--- src/design/rotary_pair_rotator_macros.svh ---
// ----------------------------------------------------------------------------
// rotary_pair_rotator_macros.svh
// Assertion macros for the pair rotator. Define NO_ASSERTIONS to drop them.
// ----------------------------------------------------------------------------
`ifndef ROTARY_PAIR_ROTATOR_MACROS_SVH
`define ROTARY_PAIR_ROTATOR_MACROS_SVH

`ifndef NO_ASSERTIONS

// Property that must hold at every edge out of reset
`define RPR_ASSERT(label, clk, rst_n, prop) \
	label: assert property (@(posedge clk) disable iff (!rst_n) (prop)) \
		else $error("rotary_pair_rotator: assertion failed");

// Condition in one cycle that implies a consequence in the next
`define RPR_ASSERT_NEXT(label, clk, rst_n, ante, cons) \
	label: assert property (@(posedge clk) disable iff (!rst_n) (ante) |=> (cons)) \
		else $error("rotary_pair_rotator: assertion failed");

`else

`define RPR_ASSERT(label, clk, rst_n, prop)
`define RPR_ASSERT_NEXT(label, clk, rst_n, ante, cons)

`endif

`endif

--- src/design/rpr_pkg.sv ---
// ----------------------------------------------------------------------------
// rpr_pkg
// Shared widths, queue item type, queue status and the quarter-wave sine ROM.
// ----------------------------------------------------------------------------
`default_nettype none

package rpr_pkg;

	localparam int SAMPLE_BITS = 16;
	localparam int POS_BITS    = 32;
	localparam int STEP_BITS   = 16;
	localparam int TICK_BITS   = 8;
	localparam int COEF_BITS   = 16;
	localparam int FRAC_BITS   = 14;
	localparam int PROD_BITS   = SAMPLE_BITS + COEF_BITS;
	localparam int SUM_BITS    = PROD_BITS + 2;
	localparam int RND_BITS    = SUM_BITS - FRAC_BITS;
	localparam int QUEUE_DEPTH = 4;
	localparam int PTR_BITS    = $clog2(QUEUE_DEPTH);
	localparam int CNT_BITS    = $clog2(QUEUE_DEPTH + 1);

	// One classified pair waiting for the arithmetic back end
	typedef struct packed {
		logic signed [SAMPLE_BITS-1:0] elem_first;
		logic signed [SAMPLE_BITS-1:0] elem_second;
		logic [TICK_BITS-1:0]          tick;
		logic                          negate_sin;
	} rpr_item_t;

	// Queue status seen by the front end and the back end
	typedef struct packed {
		logic full;
		logic empty;
	} rpr_qstat_t;

	// Quarter-wave sine in Q14, 65 entries
	function automatic logic signed [COEF_BITS-1:0] quarter_sine(input logic [6:0] idx);
		logic signed [COEF_BITS-1:0] v;
		case (idx)
			7'd0:  v = 16'sd0;     7'd1:  v = 16'sd402;   7'd2:  v = 16'sd804;
			7'd3:  v = 16'sd1205;  7'd4:  v = 16'sd1606;  7'd5:  v = 16'sd2006;
			7'd6:  v = 16'sd2404;  7'd7:  v = 16'sd2801;  7'd8:  v = 16'sd3196;
			7'd9:  v = 16'sd3590;  7'd10: v = 16'sd3981;  7'd11: v = 16'sd4370;
			7'd12: v = 16'sd4756;  7'd13: v = 16'sd5139;  7'd14: v = 16'sd5520;
			7'd15: v = 16'sd5897;  7'd16: v = 16'sd6270;  7'd17: v = 16'sd6639;
			7'd18: v = 16'sd7005;  7'd19: v = 16'sd7366;  7'd20: v = 16'sd7723;
			7'd21: v = 16'sd8076;  7'd22: v = 16'sd8423;  7'd23: v = 16'sd8765;
			7'd24: v = 16'sd9102;  7'd25: v = 16'sd9434;  7'd26: v = 16'sd9760;
			7'd27: v = 16'sd10080; 7'd28: v = 16'sd10394; 7'd29: v = 16'sd10702;
			7'd30: v = 16'sd11003; 7'd31: v = 16'sd11297; 7'd32: v = 16'sd11585;
			7'd33: v = 16'sd11866; 7'd34: v = 16'sd12140; 7'd35: v = 16'sd12406;
			7'd36: v = 16'sd12665; 7'd37: v = 16'sd12916; 7'd38: v = 16'sd13160;
			7'd39: v = 16'sd13395; 7'd40: v = 16'sd13623; 7'd41: v = 16'sd13842;
			7'd42: v = 16'sd14053; 7'd43: v = 16'sd14256; 7'd44: v = 16'sd14449;
			7'd45: v = 16'sd14635; 7'd46: v = 16'sd14811; 7'd47: v = 16'sd14978;
			7'd48: v = 16'sd15137; 7'd49: v = 16'sd15286; 7'd50: v = 16'sd15426;
			7'd51: v = 16'sd15557; 7'd52: v = 16'sd15679; 7'd53: v = 16'sd15791;
			7'd54: v = 16'sd15893; 7'd55: v = 16'sd15986; 7'd56: v = 16'sd16069;
			7'd57: v = 16'sd16143; 7'd58: v = 16'sd16207; 7'd59: v = 16'sd16261;
			7'd60: v = 16'sd16305; 7'd61: v = 16'sd16340; 7'd62: v = 16'sd16364;
			7'd63: v = 16'sd16379; 7'd64: v = 16'sd16384;
			default: v = 16'sd0;
		endcase
		return v;
	endfunction

	// Full-wave sine by quadrant symmetry
	function automatic logic signed [COEF_BITS-1:0] rom_sine(input logic [TICK_BITS-1:0] t);
		logic [6:0] idx;
		logic signed [COEF_BITS-1:0] v;
		idx = t[6] ? (7'd64 - {1'b0, t[5:0]}) : {1'b0, t[5:0]};
		v   = quarter_sine(idx);
		return t[7] ? -v : v;
	endfunction

endpackage

`default_nettype wire

--- src/design/rpr_front.sv ---
// ----------------------------------------------------------------------------
// rpr_front
// Accepts input pairs, works out the phase tick and pushes them to the queue.
// ----------------------------------------------------------------------------
`default_nettype none

module rpr_front (
	input  wire logic                                  in_valid,
	output logic                                       in_stall,
	input  wire logic signed [rpr_pkg::SAMPLE_BITS-1:0] elem_first,
	input  wire logic signed [rpr_pkg::SAMPLE_BITS-1:0] elem_second,
	input  wire logic [rpr_pkg::POS_BITS-1:0]          position,
	input  wire logic [rpr_pkg::STEP_BITS-1:0]         tick_step,
	input  wire logic                                  negate_sin,
	input  wire rpr_pkg::rpr_qstat_t                   qstat,
	output logic                                       push,
	output rpr_pkg::rpr_item_t                         item
);

	logic [2*rpr_pkg::TICK_BITS-1:0] tick_prod;

	// Hold off the source while the queue is full
	assign in_stall = qstat.full;
	assign push     = in_valid && !qstat.full;

	// Phase tick: only the low byte of each operand reaches the low byte of the product
	assign tick_prod = position[rpr_pkg::TICK_BITS-1:0] * tick_step[rpr_pkg::TICK_BITS-1:0];

	always_comb begin
		item.elem_first  = elem_first;
		item.elem_second = elem_second;
		item.tick        = tick_prod[rpr_pkg::TICK_BITS-1:0];
		item.negate_sin  = negate_sin;
	end

endmodule

`default_nettype wire

--- src/design/rpr_queue.sv ---
// ----------------------------------------------------------------------------
// rpr_queue
// Short queue of classified items between the front end and the back end.
// ----------------------------------------------------------------------------
`default_nettype none

`include "rotary_pair_rotator_macros.svh"

module rpr_queue (
	input  wire logic                clk,
	input  wire logic                arst_n,
	input  wire logic                push,
	input  wire rpr_pkg::rpr_item_t  push_item,
	input  wire logic                pop,
	output rpr_pkg::rpr_item_t       pop_item,
	output rpr_pkg::rpr_qstat_t      qstat
);

	rpr_pkg::rpr_item_t                  entry_q [rpr_pkg::QUEUE_DEPTH];
	logic [rpr_pkg::PTR_BITS-1:0]        wr_ptr_q;
	logic [rpr_pkg::PTR_BITS-1:0]        rd_ptr_q;
	logic [rpr_pkg::CNT_BITS-1:0]        count_q;

	// Store pushed items
	always_ff @(posedge clk) begin
		if (push) begin
			entry_q[wr_ptr_q] <= push_item;
		end
	end

	// Advance pointers and occupancy
	always_ff @(posedge clk or negedge arst_n) begin
		if (!arst_n) begin
			wr_ptr_q <= '0;
			rd_ptr_q <= '0;
			count_q  <= '0;
		end else begin
			if (push) begin
				wr_ptr_q <= rpr_pkg::PTR_BITS'(wr_ptr_q + 1'b1);
			end
			if (pop) begin
				rd_ptr_q <= rpr_pkg::PTR_BITS'(rd_ptr_q + 1'b1);
			end
			if (push && !pop) begin
				count_q <= rpr_pkg::CNT_BITS'(count_q + 1'b1);
			end else if (pop && !push) begin
				count_q <= rpr_pkg::CNT_BITS'(count_q - 1'b1);
			end
		end
	end

	assign pop_item    = entry_q[rd_ptr_q];
	assign qstat.full  = (count_q == rpr_pkg::CNT_BITS'(rpr_pkg::QUEUE_DEPTH));
	assign qstat.empty = (count_q == '0);

	`RPR_ASSERT(a_no_overflow, clk, arst_n, push |-> !qstat.full)
	`RPR_ASSERT(a_no_underflow, clk, arst_n, pop |-> !qstat.empty)
	`RPR_ASSERT(a_count_bound, clk, arst_n, count_q <= rpr_pkg::CNT_BITS'(rpr_pkg::QUEUE_DEPTH))

endmodule

`default_nettype wire

--- src/design/rpr_back.sv ---
// ----------------------------------------------------------------------------
// rpr_back
// Looks up cosine and sine, rotates the pair, rounds and saturates the result.
// ----------------------------------------------------------------------------
`default_nettype none

`include "rotary_pair_rotator_macros.svh"

module rpr_back (
	input  wire logic                                   clk,
	input  wire logic                                   arst_n,
	input  wire rpr_pkg::rpr_qstat_t                    qstat,
	input  wire rpr_pkg::rpr_item_t                     pop_item,
	output logic                                        pop,
	output logic                                        out_valid,
	input  wire logic                                   out_stall,
	output logic signed [rpr_pkg::SAMPLE_BITS-1:0]      rot_first,
	output logic signed [rpr_pkg::SAMPLE_BITS-1:0]      rot_second,
	output logic [rpr_pkg::TICK_BITS-1:0]               phase_tick,
	output logic                                        clipped
);

	localparam logic signed [rpr_pkg::SUM_BITS-1:0] RoundHalf =
		rpr_pkg::SUM_BITS'(1 << (rpr_pkg::FRAC_BITS - 1));
	localparam logic signed [rpr_pkg::RND_BITS-1:0] SatHi =
		rpr_pkg::RND_BITS'((1 << (rpr_pkg::SAMPLE_BITS - 1)) - 1);
	localparam logic signed [rpr_pkg::RND_BITS-1:0] SatLo = ~SatHi;
	localparam logic signed [rpr_pkg::SAMPLE_BITS-1:0] OutHi = SatHi[rpr_pkg::SAMPLE_BITS-1:0];
	localparam logic signed [rpr_pkg::SAMPLE_BITS-1:0] OutLo = SatLo[rpr_pkg::SAMPLE_BITS-1:0];

	logic advance;

	logic                                   valid_s1;
	logic signed [rpr_pkg::SAMPLE_BITS-1:0] a_s1, b_s1;
	logic signed [rpr_pkg::COEF_BITS-1:0]   cos_s1, sin_s1;
	logic [rpr_pkg::TICK_BITS-1:0]          tick_s1;

	logic                                   valid_s2;
	logic signed [rpr_pkg::PROD_BITS-1:0]   ac_s2, bs_s2, as_s2, bc_s2;
	logic [rpr_pkg::TICK_BITS-1:0]          tick_s2;

	logic signed [rpr_pkg::COEF_BITS-1:0]   sin_raw, cos_raw, sin_sel;
	logic signed [rpr_pkg::SUM_BITS-1:0]    sum_first, sum_second;
	logic signed [rpr_pkg::RND_BITS-1:0]    rnd_first, rnd_second;
	logic signed [rpr_pkg::SAMPLE_BITS-1:0] sat_first, sat_second;
	logic                                   clip_first, clip_second;

	logic                                   out_valid_q;
	logic signed [rpr_pkg::SAMPLE_BITS-1:0] rot_first_q, rot_second_q;
	logic [rpr_pkg::TICK_BITS-1:0]          phase_tick_q;
	logic                                   clipped_q;

	// Move the whole pipeline unless the output item is held
	assign advance = !out_valid_q || !out_stall;
	assign pop     = advance && !qstat.empty;

	// Look up coefficients, negate sine on request
	always_comb begin
		sin_raw = rpr_pkg::rom_sine(pop_item.tick);
		cos_raw = rpr_pkg::rom_sine(rpr_pkg::TICK_BITS'(pop_item.tick + 8'd64));
		sin_sel = pop_item.negate_sin ? -sin_raw : sin_raw;
	end

	// Valid flags of the pipeline
	always_ff @(posedge clk or negedge arst_n) begin
		if (!arst_n) begin
			valid_s1    <= 1'b0;
			valid_s2    <= 1'b0;
			out_valid_q <= 1'b0;
		end else if (advance) begin
			valid_s1    <= pop;
			valid_s2    <= valid_s1;
			out_valid_q <= valid_s2;
		end
	end

	// Stage 1: pair and coefficients
	always_ff @(posedge clk) begin
		if (advance) begin
			a_s1    <= pop_item.elem_first;
			b_s1    <= pop_item.elem_second;
			cos_s1  <= cos_raw;
			sin_s1  <= sin_sel;
			tick_s1 <= pop_item.tick;
		end
	end

	// Stage 2: four products
	always_ff @(posedge clk) begin
		if (advance) begin
			ac_s2   <= a_s1 * cos_s1;
			bs_s2   <= b_s1 * sin_s1;
			as_s2   <= a_s1 * sin_s1;
			bc_s2   <= b_s1 * cos_s1;
			tick_s2 <= tick_s1;
		end
	end

	// Combine, round half up, saturate
	always_comb begin
		sum_first  = rpr_pkg::SUM_BITS'(ac_s2) - rpr_pkg::SUM_BITS'(bs_s2) + RoundHalf;
		sum_second = rpr_pkg::SUM_BITS'(as_s2) + rpr_pkg::SUM_BITS'(bc_s2) + RoundHalf;
		rnd_first  = sum_first[rpr_pkg::SUM_BITS-1:rpr_pkg::FRAC_BITS];
		rnd_second = sum_second[rpr_pkg::SUM_BITS-1:rpr_pkg::FRAC_BITS];
		clip_first  = (rnd_first > SatHi) || (rnd_first < SatLo);
		clip_second = (rnd_second > SatHi) || (rnd_second < SatLo);
		if (rnd_first > SatHi) begin
			sat_first = OutHi;
		end else if (rnd_first < SatLo) begin
			sat_first = OutLo;
		end else begin
			sat_first = rnd_first[rpr_pkg::SAMPLE_BITS-1:0];
		end
		if (rnd_second > SatHi) begin
			sat_second = OutHi;
		end else if (rnd_second < SatLo) begin
			sat_second = OutLo;
		end else begin
			sat_second = rnd_second[rpr_pkg::SAMPLE_BITS-1:0];
		end
	end

	// Output register
	always_ff @(posedge clk) begin
		if (advance) begin
			rot_first_q  <= sat_first;
			rot_second_q <= sat_second;
			phase_tick_q <= tick_s2;
			clipped_q    <= clip_first || clip_second;
		end
	end

	assign out_valid  = out_valid_q;
	assign rot_first  = rot_first_q;
	assign rot_second = rot_second_q;
	assign phase_tick = phase_tick_q;
	assign clipped    = clipped_q;

	`RPR_ASSERT(a_clip_at_rail, clk, arst_n, (out_valid_q && clipped_q) |-> ((rot_first_q == OutHi) || (rot_first_q == OutLo) || (rot_second_q == OutHi) || (rot_second_q == OutLo)))
	`RPR_ASSERT_NEXT(a_s2_reaches_out, clk, arst_n, valid_s2 && advance, out_valid_q)

endmodule

`default_nettype wire

--- src/design/rotary_pair_rotator.sv ---
// Path: an accepted item passes through the queue, stage 1, stage 2 and the output register.
// Throughput: one item per cycle while out_stall is low; the four-entry queue and the
// output register decouple the input from the output, so out_stall alone holds the arithmetic pipe.
// Reset (arst_n low, asynchronous): empties the queue and clears every valid flag;
// there is no table to fill and no clearing pass.
// ----------------------------------------------------------------------------
// rotary_pair_rotator
// Rotates signed sample pairs by a ROM phase angle taken from position and step.
// ----------------------------------------------------------------------------
`default_nettype none

module rotary_pair_rotator (
	input  wire logic                                   clk,
	input  wire logic                                   arst_n,
	input  wire logic                                   in_valid,
	output logic                                        in_stall,
	input  wire logic signed [rpr_pkg::SAMPLE_BITS-1:0] elem_first,
	input  wire logic signed [rpr_pkg::SAMPLE_BITS-1:0] elem_second,
	input  wire logic [rpr_pkg::POS_BITS-1:0]           position,
	input  wire logic [rpr_pkg::STEP_BITS-1:0]          tick_step,
	input  wire logic                                   negate_sin,
	output logic                                        out_valid,
	input  wire logic                                   out_stall,
	output logic signed [rpr_pkg::SAMPLE_BITS-1:0]      rot_first,
	output logic signed [rpr_pkg::SAMPLE_BITS-1:0]      rot_second,
	output logic [rpr_pkg::TICK_BITS-1:0]               phase_tick,
	output logic                                        clipped
);

	rpr_pkg::rpr_qstat_t qstat;
	rpr_pkg::rpr_item_t  push_item;
	rpr_pkg::rpr_item_t  pop_item;
	logic                push;
	logic                pop;

	// Accept and classify
	rpr_front u_front (
		.in_valid    (in_valid),
		.in_stall    (in_stall),
		.elem_first  (elem_first),
		.elem_second (elem_second),
		.position    (position),
		.tick_step   (tick_step),
		.negate_sin  (negate_sin),
		.qstat       (qstat),
		.push        (push),
		.item        (push_item)
	);

	// Decouple front and back
	rpr_queue u_queue (
		.clk       (clk),
		.arst_n    (arst_n),
		.push      (push),
		.push_item (push_item),
		.pop       (pop),
		.pop_item  (pop_item),
		.qstat     (qstat)
	);

	// Rotate, round and saturate
	rpr_back u_back (
		.clk        (clk),
		.arst_n     (arst_n),
		.qstat      (qstat),
		.pop_item   (pop_item),
		.pop        (pop),
		.out_valid  (out_valid),
		.out_stall  (out_stall),
		.rot_first  (rot_first),
		.rot_second (rot_second),
		.phase_tick (phase_tick),
		.clipped    (clipped)
	);

endmodule

`default_nettype wire
--- config.mk ---
export PLATFORM = sky130hd
export DESIGN_NAME = rotary_pair_rotator
export DESIGN_NICKNAME = d
export VERILOG_FILES = /design/src/design/rpr_pkg.sv /design/src/design/rpr_front.sv /design/src/design/rpr_queue.sv /design/src/design/rpr_back.sv /design/src/design/rotary_pair_rotator.sv
export VERILOG_INCLUDE_DIRS = /design/src /design/src/design
export SDC_FILE = /design/constraint.sdc
export NUM_CORES = 2
export LEC_CHECK = 0
export BUFFER_PORTS_ARGS = -buffer_cell sky130_fd_sc_hd__buf_2
export CAP_MARGIN = 40
export CORE_MARGIN = 1.5
export CORE_UTILIZATION = 55
export DETAILED_ROUTE_END_ITERATION = 16
export PLACE_DENSITY_LB_ADDON = 0.1
export RECOVER_POWER = 100
export SYNTH_ARGS = -nofsm -noshare
export SYNTH_HDL_FRONTEND = slang
export SYNTH_MEMORY_MAX_BITS = 65536
export SYNTH_SLANG_ARGS = --single-unit
--- constraint.sdc ---
create_clock -name clk -period 10.1 [get_ports clk]
set_input_delay 0 -clock clk [delete_from_list [all_inputs] [get_ports clk]]
set_output_delay 0 -clock clk [all_outputs]
set_load 0.01 [all_outputs]
==> run_summary.xml <==
<?xml version="1.0" encoding="UTF-8"?>
<metrics>
  <group name="run_status">
    <metric name="run_status" unit="">finished with violations</metric>
    <metric name="failed_checks" unit="">capacitance limit, slew limit</metric>
  </group>
  <group name="timing">
    <metric name="final.period_utilization" unit="%">84.9</metric>
    <metric name="rsz_0062_raised_after_global_routing" unit="">no</metric>
    <metric name="maxSlewHeadroom" unit="%">-164</metric>
    <metric name="finalSetupViolCount" unit="">0</metric>
    <metric name="timing.final.hold_violations" unit="">0</metric>
    <metric name="totalNegativeSetupSlack" unit="ns">0</metric>
    <metric name="timing_max_transition_violations_final" unit="">528</metric>
    <metric name="max_freq" unit="MHz">117</metric>
    <metric name="worst_pin_slew" unit="ns">3.96</metric>
    <metric name="finalClockSkew" unit="ns">0.0448</metric>
    <metric name="post-route-min-period" unit="ns">8.57</metric>
  </group>
  <group name="yosys">
    <metric name="yosys_warnings" unit="">0</metric>
    <metric name="ff_latch_count_synth" unit="">423</metric>
    <metric name="syn_area_per_cell" unit="sq um">9.97</metric>
    <metric name="async_reset_ff_share" unit="%">2.36</metric>
    <metric name="dominantRegCellSynth" unit="">edfxtp_1</metric>
    <metric name="syn-num-nets" unit="">7845</metric>
    <metric name="synth_sequential_area_ratio" unit="%">20.3</metric>
    <metric name="unique_masters_post_synth" unit="">100</metric>
    <metric name="combined_area_of_all_synthesized_cells" unit="sq mm">0.0624</metric>
    <metric name="synth_enable_flop_cells" unit="">413</metric>
    <metric name="syn-instance-count" unit="">6263</metric>
  </group>
  <group name="global_routing">
    <metric name="met1_track_demand_over_resource_in_global_routing" unit="%">37.2</metric>
    <metric name="global_route.overflow_total" unit="">0</metric>
    <metric name="grt_util_met2" unit="%">43.8</metric>
    <metric name="globalRoute.busiestLayer" unit="">met2</metric>
    <metric name="groute.layer.met3.usage" unit="%">2.99</metric>
    <metric name="grt_pass1_vias" unit="">45000</metric>
    <metric name="first_pass_grt_wire_length" unit="um">242000</metric>
    <metric name="combined_global_route_utilization_of_all_metal_layers" unit="%">26.5</metric>
    <metric name="grt_max_degree" unit="">65</metric>
    <metric name="antenna_violations_before_repair" unit="">0</metric>
  </group>
  <group name="floorplanning">
    <metric name="start_util" unit="%">55.5</metric>
    <metric name="floorplan.die_area" unit="sq mm">0.116</metric>
    <metric name="boundaryPins" unit="">128</metric>
    <metric name="standard_cell_rows" unit="">123</metric>
    <metric name="area_of_the_placeable_core" unit="sq mm">0.112</metric>
    <metric name="die_width" unit="um">340</metric>
    <metric name="die_height" unit="um">340</metric>
  </group>
  <group name="setup_path">
    <metric name="worst-setup-path-type" unit="">reg2reg</metric>
    <metric name="r2r_setup_slk" unit="ns">1.53</metric>
    <metric name="type_of_element_launching_the_critical_path" unit="">register</metric>
    <metric name="worstReg2RegStart" unit="">u_back.sin_s1[1]</metric>
    <metric name="worst_ep_required_time" unit="ns">10.53</metric>
    <metric name="timing.critical_path.to_type" unit="">register</metric>
    <metric name="r2r.worst_path.cells" unit="">22</metric>
    <metric name="worst-path-max-fanout" unit="">20</metric>
    <metric name="worst-endpoint-arrival" unit="ns">9.00</metric>
    <metric name="crit-reg2reg-capture" unit="">u_back.bs_s2[31]</metric>
  </group>
  <group name="drt">
    <metric name="wirelength" unit="um">148000</metric>
    <metric name="wire_per_inst" unit="um">18.8</metric>
    <metric name="drt_iter0_drc" unit="">2942</metric>
    <metric name="viasPerCell" unit="">5.55</metric>
    <metric name="ant_nets" unit="">0</metric>
    <metric name="drc" unit="">0</metric>
    <metric name="via_count" unit="">43500</metric>
    <metric name="drt_pass1_iterations" unit="">6</metric>
  </group>
  <group name="clock_tree">
    <metric name="cts.htree.levels" unit="">2</metric>
    <metric name="worst_skew_pair.late_latency" unit="ns">0.70</metric>
    <metric name="register_clock_pin_slew_on_the_reported_worst_setup_and_hold_paths" unit="ns">0.07</metric>
    <metric name="cts_buffers" unit="">52</metric>
    <metric name="cts.root.buffer_cell" unit="">clkbuf_16</metric>
    <metric name="max-clock-path-buffers" unit="">3</metric>
    <metric name="cts_resized" unit="">0</metric>
    <metric name="clock_tree_from_tritoncts" unit="">built</metric>
    <metric name="numClockSinks" unit="">423</metric>
  </group>
  <group name="placed_design">
    <metric name="finalWeightedCongestion" unit="">0.902</metric>
    <metric name="hpwl" unit="um">115000</metric>
    <metric name="place.port_buffers" unit="">95</metric>
  </group>
  <group name="min_path">
    <metric name="hold_depth" unit="">4</metric>
    <metric name="hp-start" unit="">tick_step[2]</metric>
    <metric name="whs_endpoint" unit="">u_queue.entry_q[1][3]</metric>
    <metric name="min-delay-path-class" unit="">in2reg</metric>
  </group>
  <group name="finish">
    <metric name="areaGrowthSynthToFinish" unit="%">6.76</metric>
    <metric name="fraction_of_final_layout_cells_sized_beyond_drive_strength_1" unit="%">4.71</metric>
    <metric name="regArea" unit="sq mm">0.0127</metric>
    <metric name="fin_nets" unit="">7870</metric>
    <metric name="layout.filler_cells" unit="">9738</metric>
    <metric name="multiInputGateArea" unit="sq mm">0.0439</metric>
  </group>
  <group name="job">
    <metric name="drv.max_cap_violation_count" unit="">12</metric>
  </group>
</metrics>
[metrics by stage]
stage	hold WS [ns]	setup slack [ns]	util, %	instance area [sq um]	std cells
floorplan	-0.296	2.64	-	62400	6263
global placement	-0.128	2.29	57.3	64500	7678
detailed placement	-0.126	2.35	57.5	64700	7692
CTS	0.0162	2.27	59.4	66900	7827
global route	0.0995	0.965	59.2	66700	7827
finish	0.0451	1.53	59.3	66700	7828
[cell type report]
class / count / share of cell area [%]
sequential: 423 / 19.0
multi-input combinational: 4281 / 65.8
clock inverter: 35 / 0.627
timing repair buffer: 258 / 2.62
clock buffer: 58 / 1.99
tap: 1500 / 2.82
antenna: 1 / 0.00375
inverter: 1272 / 7.16
[worst max-delay path by stage]
stage	startpoint	end	slack [ns]	cells after the start
4_1_cts	u_back.b_s1[2]	u_back.bs_s2[31]	2.27	21
6_report	u_back.sin_s1[1]	u_back.bs_s2[31]	1.53	22
3_5_place_dp	u_back.b_s1[2]	u_back.bs_s2[31]	2.35	21
3_3_place_gp	u_back.b_s1[2]	u_back.bs_s2[31]	2.29	21
5_1_grt	u_queue.rd_ptr_q[0]	u_back.sin_s1[15]	0.96	22
2_1_floorplan	u_back.out_valid	u_queue.count_q[1]	2.64	7
[worst max-delay path, stage by stage, from the launching register on]
cell and delay, ns:
edfxtp_1 0.63, clkbuf_1 0.97, nand2_1 0.22, fa_1 0.56
fa_1 0.51, fa_1 0.51, inv_1 0.05, fa_1 0.49
fa_1 0.49, inv_1 0.05, fa_1 0.47, inv_1 0.04
ha_1 0.32, a21oi_1 0.29, o31ai_1 0.18, a2111oi_0 0.68
o31ai_1 0.29, nor4_1 0.37, o31ai_1 0.20, or4_1 0.47
a41o_1 0.26, a21oi_1 0.18, xnor2_1 0.08
[placed cells by master (no fill, tap or decap), types with 14 or more instances in the layout]
cell and n:
clkinv_1 16, and2_1 510, nor3_1 81, dlygate4sd3_1 42, a211o_1 14, ha_1 436
or2_2 18, nand4_1 18, nand2_1 618, a211oi_1 42, mux2i_1 15, o21bai_1 19
fa_1 1061, a21oi_1 166, xor2_1 72, o211ai_1 28, nor4_1 18, nor2_1 186
edfxtp_1 413, nor2b_1 30, a31oi_1 32, o21ai_0 146, nand3_1 66, o311ai_0 14
mux4_2 39, o31ai_1 34, a21o_1 56, buf_4 93, inv_1 1268, and3_1 36
and2_0 27, buf_2 21, or3_1 27, xnor2_1 193, o21a_1 24, nand2b_1 41
clkbuf_16 52, clkbuf_1 101
[cell families (layout without fill, tap and decap cells)]
family / Yosys count / count (layout) / share of synthesized area [%]
adders and majority gates: 1498 / 1498 / 42.8
AOI/OAI and AO/OA: 718 / 718 / 7.78
other: 0 / 1 / 0
and+or+nand+nor: 1731 / 1731 / 14.0
buffers and inverters: 1559 / 1623 / 9.48
xor gates and xnor gates: 268 / 268 / 3.80
muxes: 66 / 66 / 1.86
DFF: 423 / 423 / 20.3
[registers in the layout (all words and copies together), names as in the netlist, 32 cells and up]
register         flops
u_back.as_s2        32
u_queue.entry_q    164
u_back.bs_s2        32
u_back.ac_s2        32
u_back.bc_s2        32
[synth_stat cells (27+ instances only)]
master | number | share of area [%]
o211ai_1 | 28 | 0.34
nand2_1 | 618 | 3.7
ha_1 | 436 | 8.7
xnor2_1 | 193 | 2.7
nor2_1 | 186 | 1.1
nand3_1 | 66 | 0.53
a211oi_1 | 42 | 0.51
or3_1 | 27 | 0.27
clkbuf_1 | 252 | 1.5
xor2_1 | 73 | 1.0
nor2b_1 | 30 | 0.30
fa_1 | 1061 | 34
a21o_1 | 56 | 0.67
and2_1 | 541 | 5.4
o21ai_0 | 144 | 1.2
nand2b_1 | 41 | 0.41
inv_1 | 1267 | 7.6
edfxtp_1 | 413 | 20
o31ai_1 | 34 | 0.41
and3_1 | 36 | 0.36
a21oi_1 | 166 | 1.3
a31oi_1 | 32 | 0.32
nor3_1 | 80 | 0.64
mux4_2 | 39 | 1.4
[per-layer routing]
metal  up-vias  wire (um)  share of wire [%]
met2      1128      70600                 48
met1     22200      64600                 44
met4         0       4550                3.1
li1      19900          -                  -
met3       207       7860                5.3
met5         -          0                  0
[what timing repair did]
item | in CTS | in global routing
setup buffers | 0 | 0
endpoints found under the hold margin | 153 | 0
hold buffers | 42 | 0
Power is not shown: default switching activity piles up to over one toggle a cycle in this logic, so the estimate is an artifact.
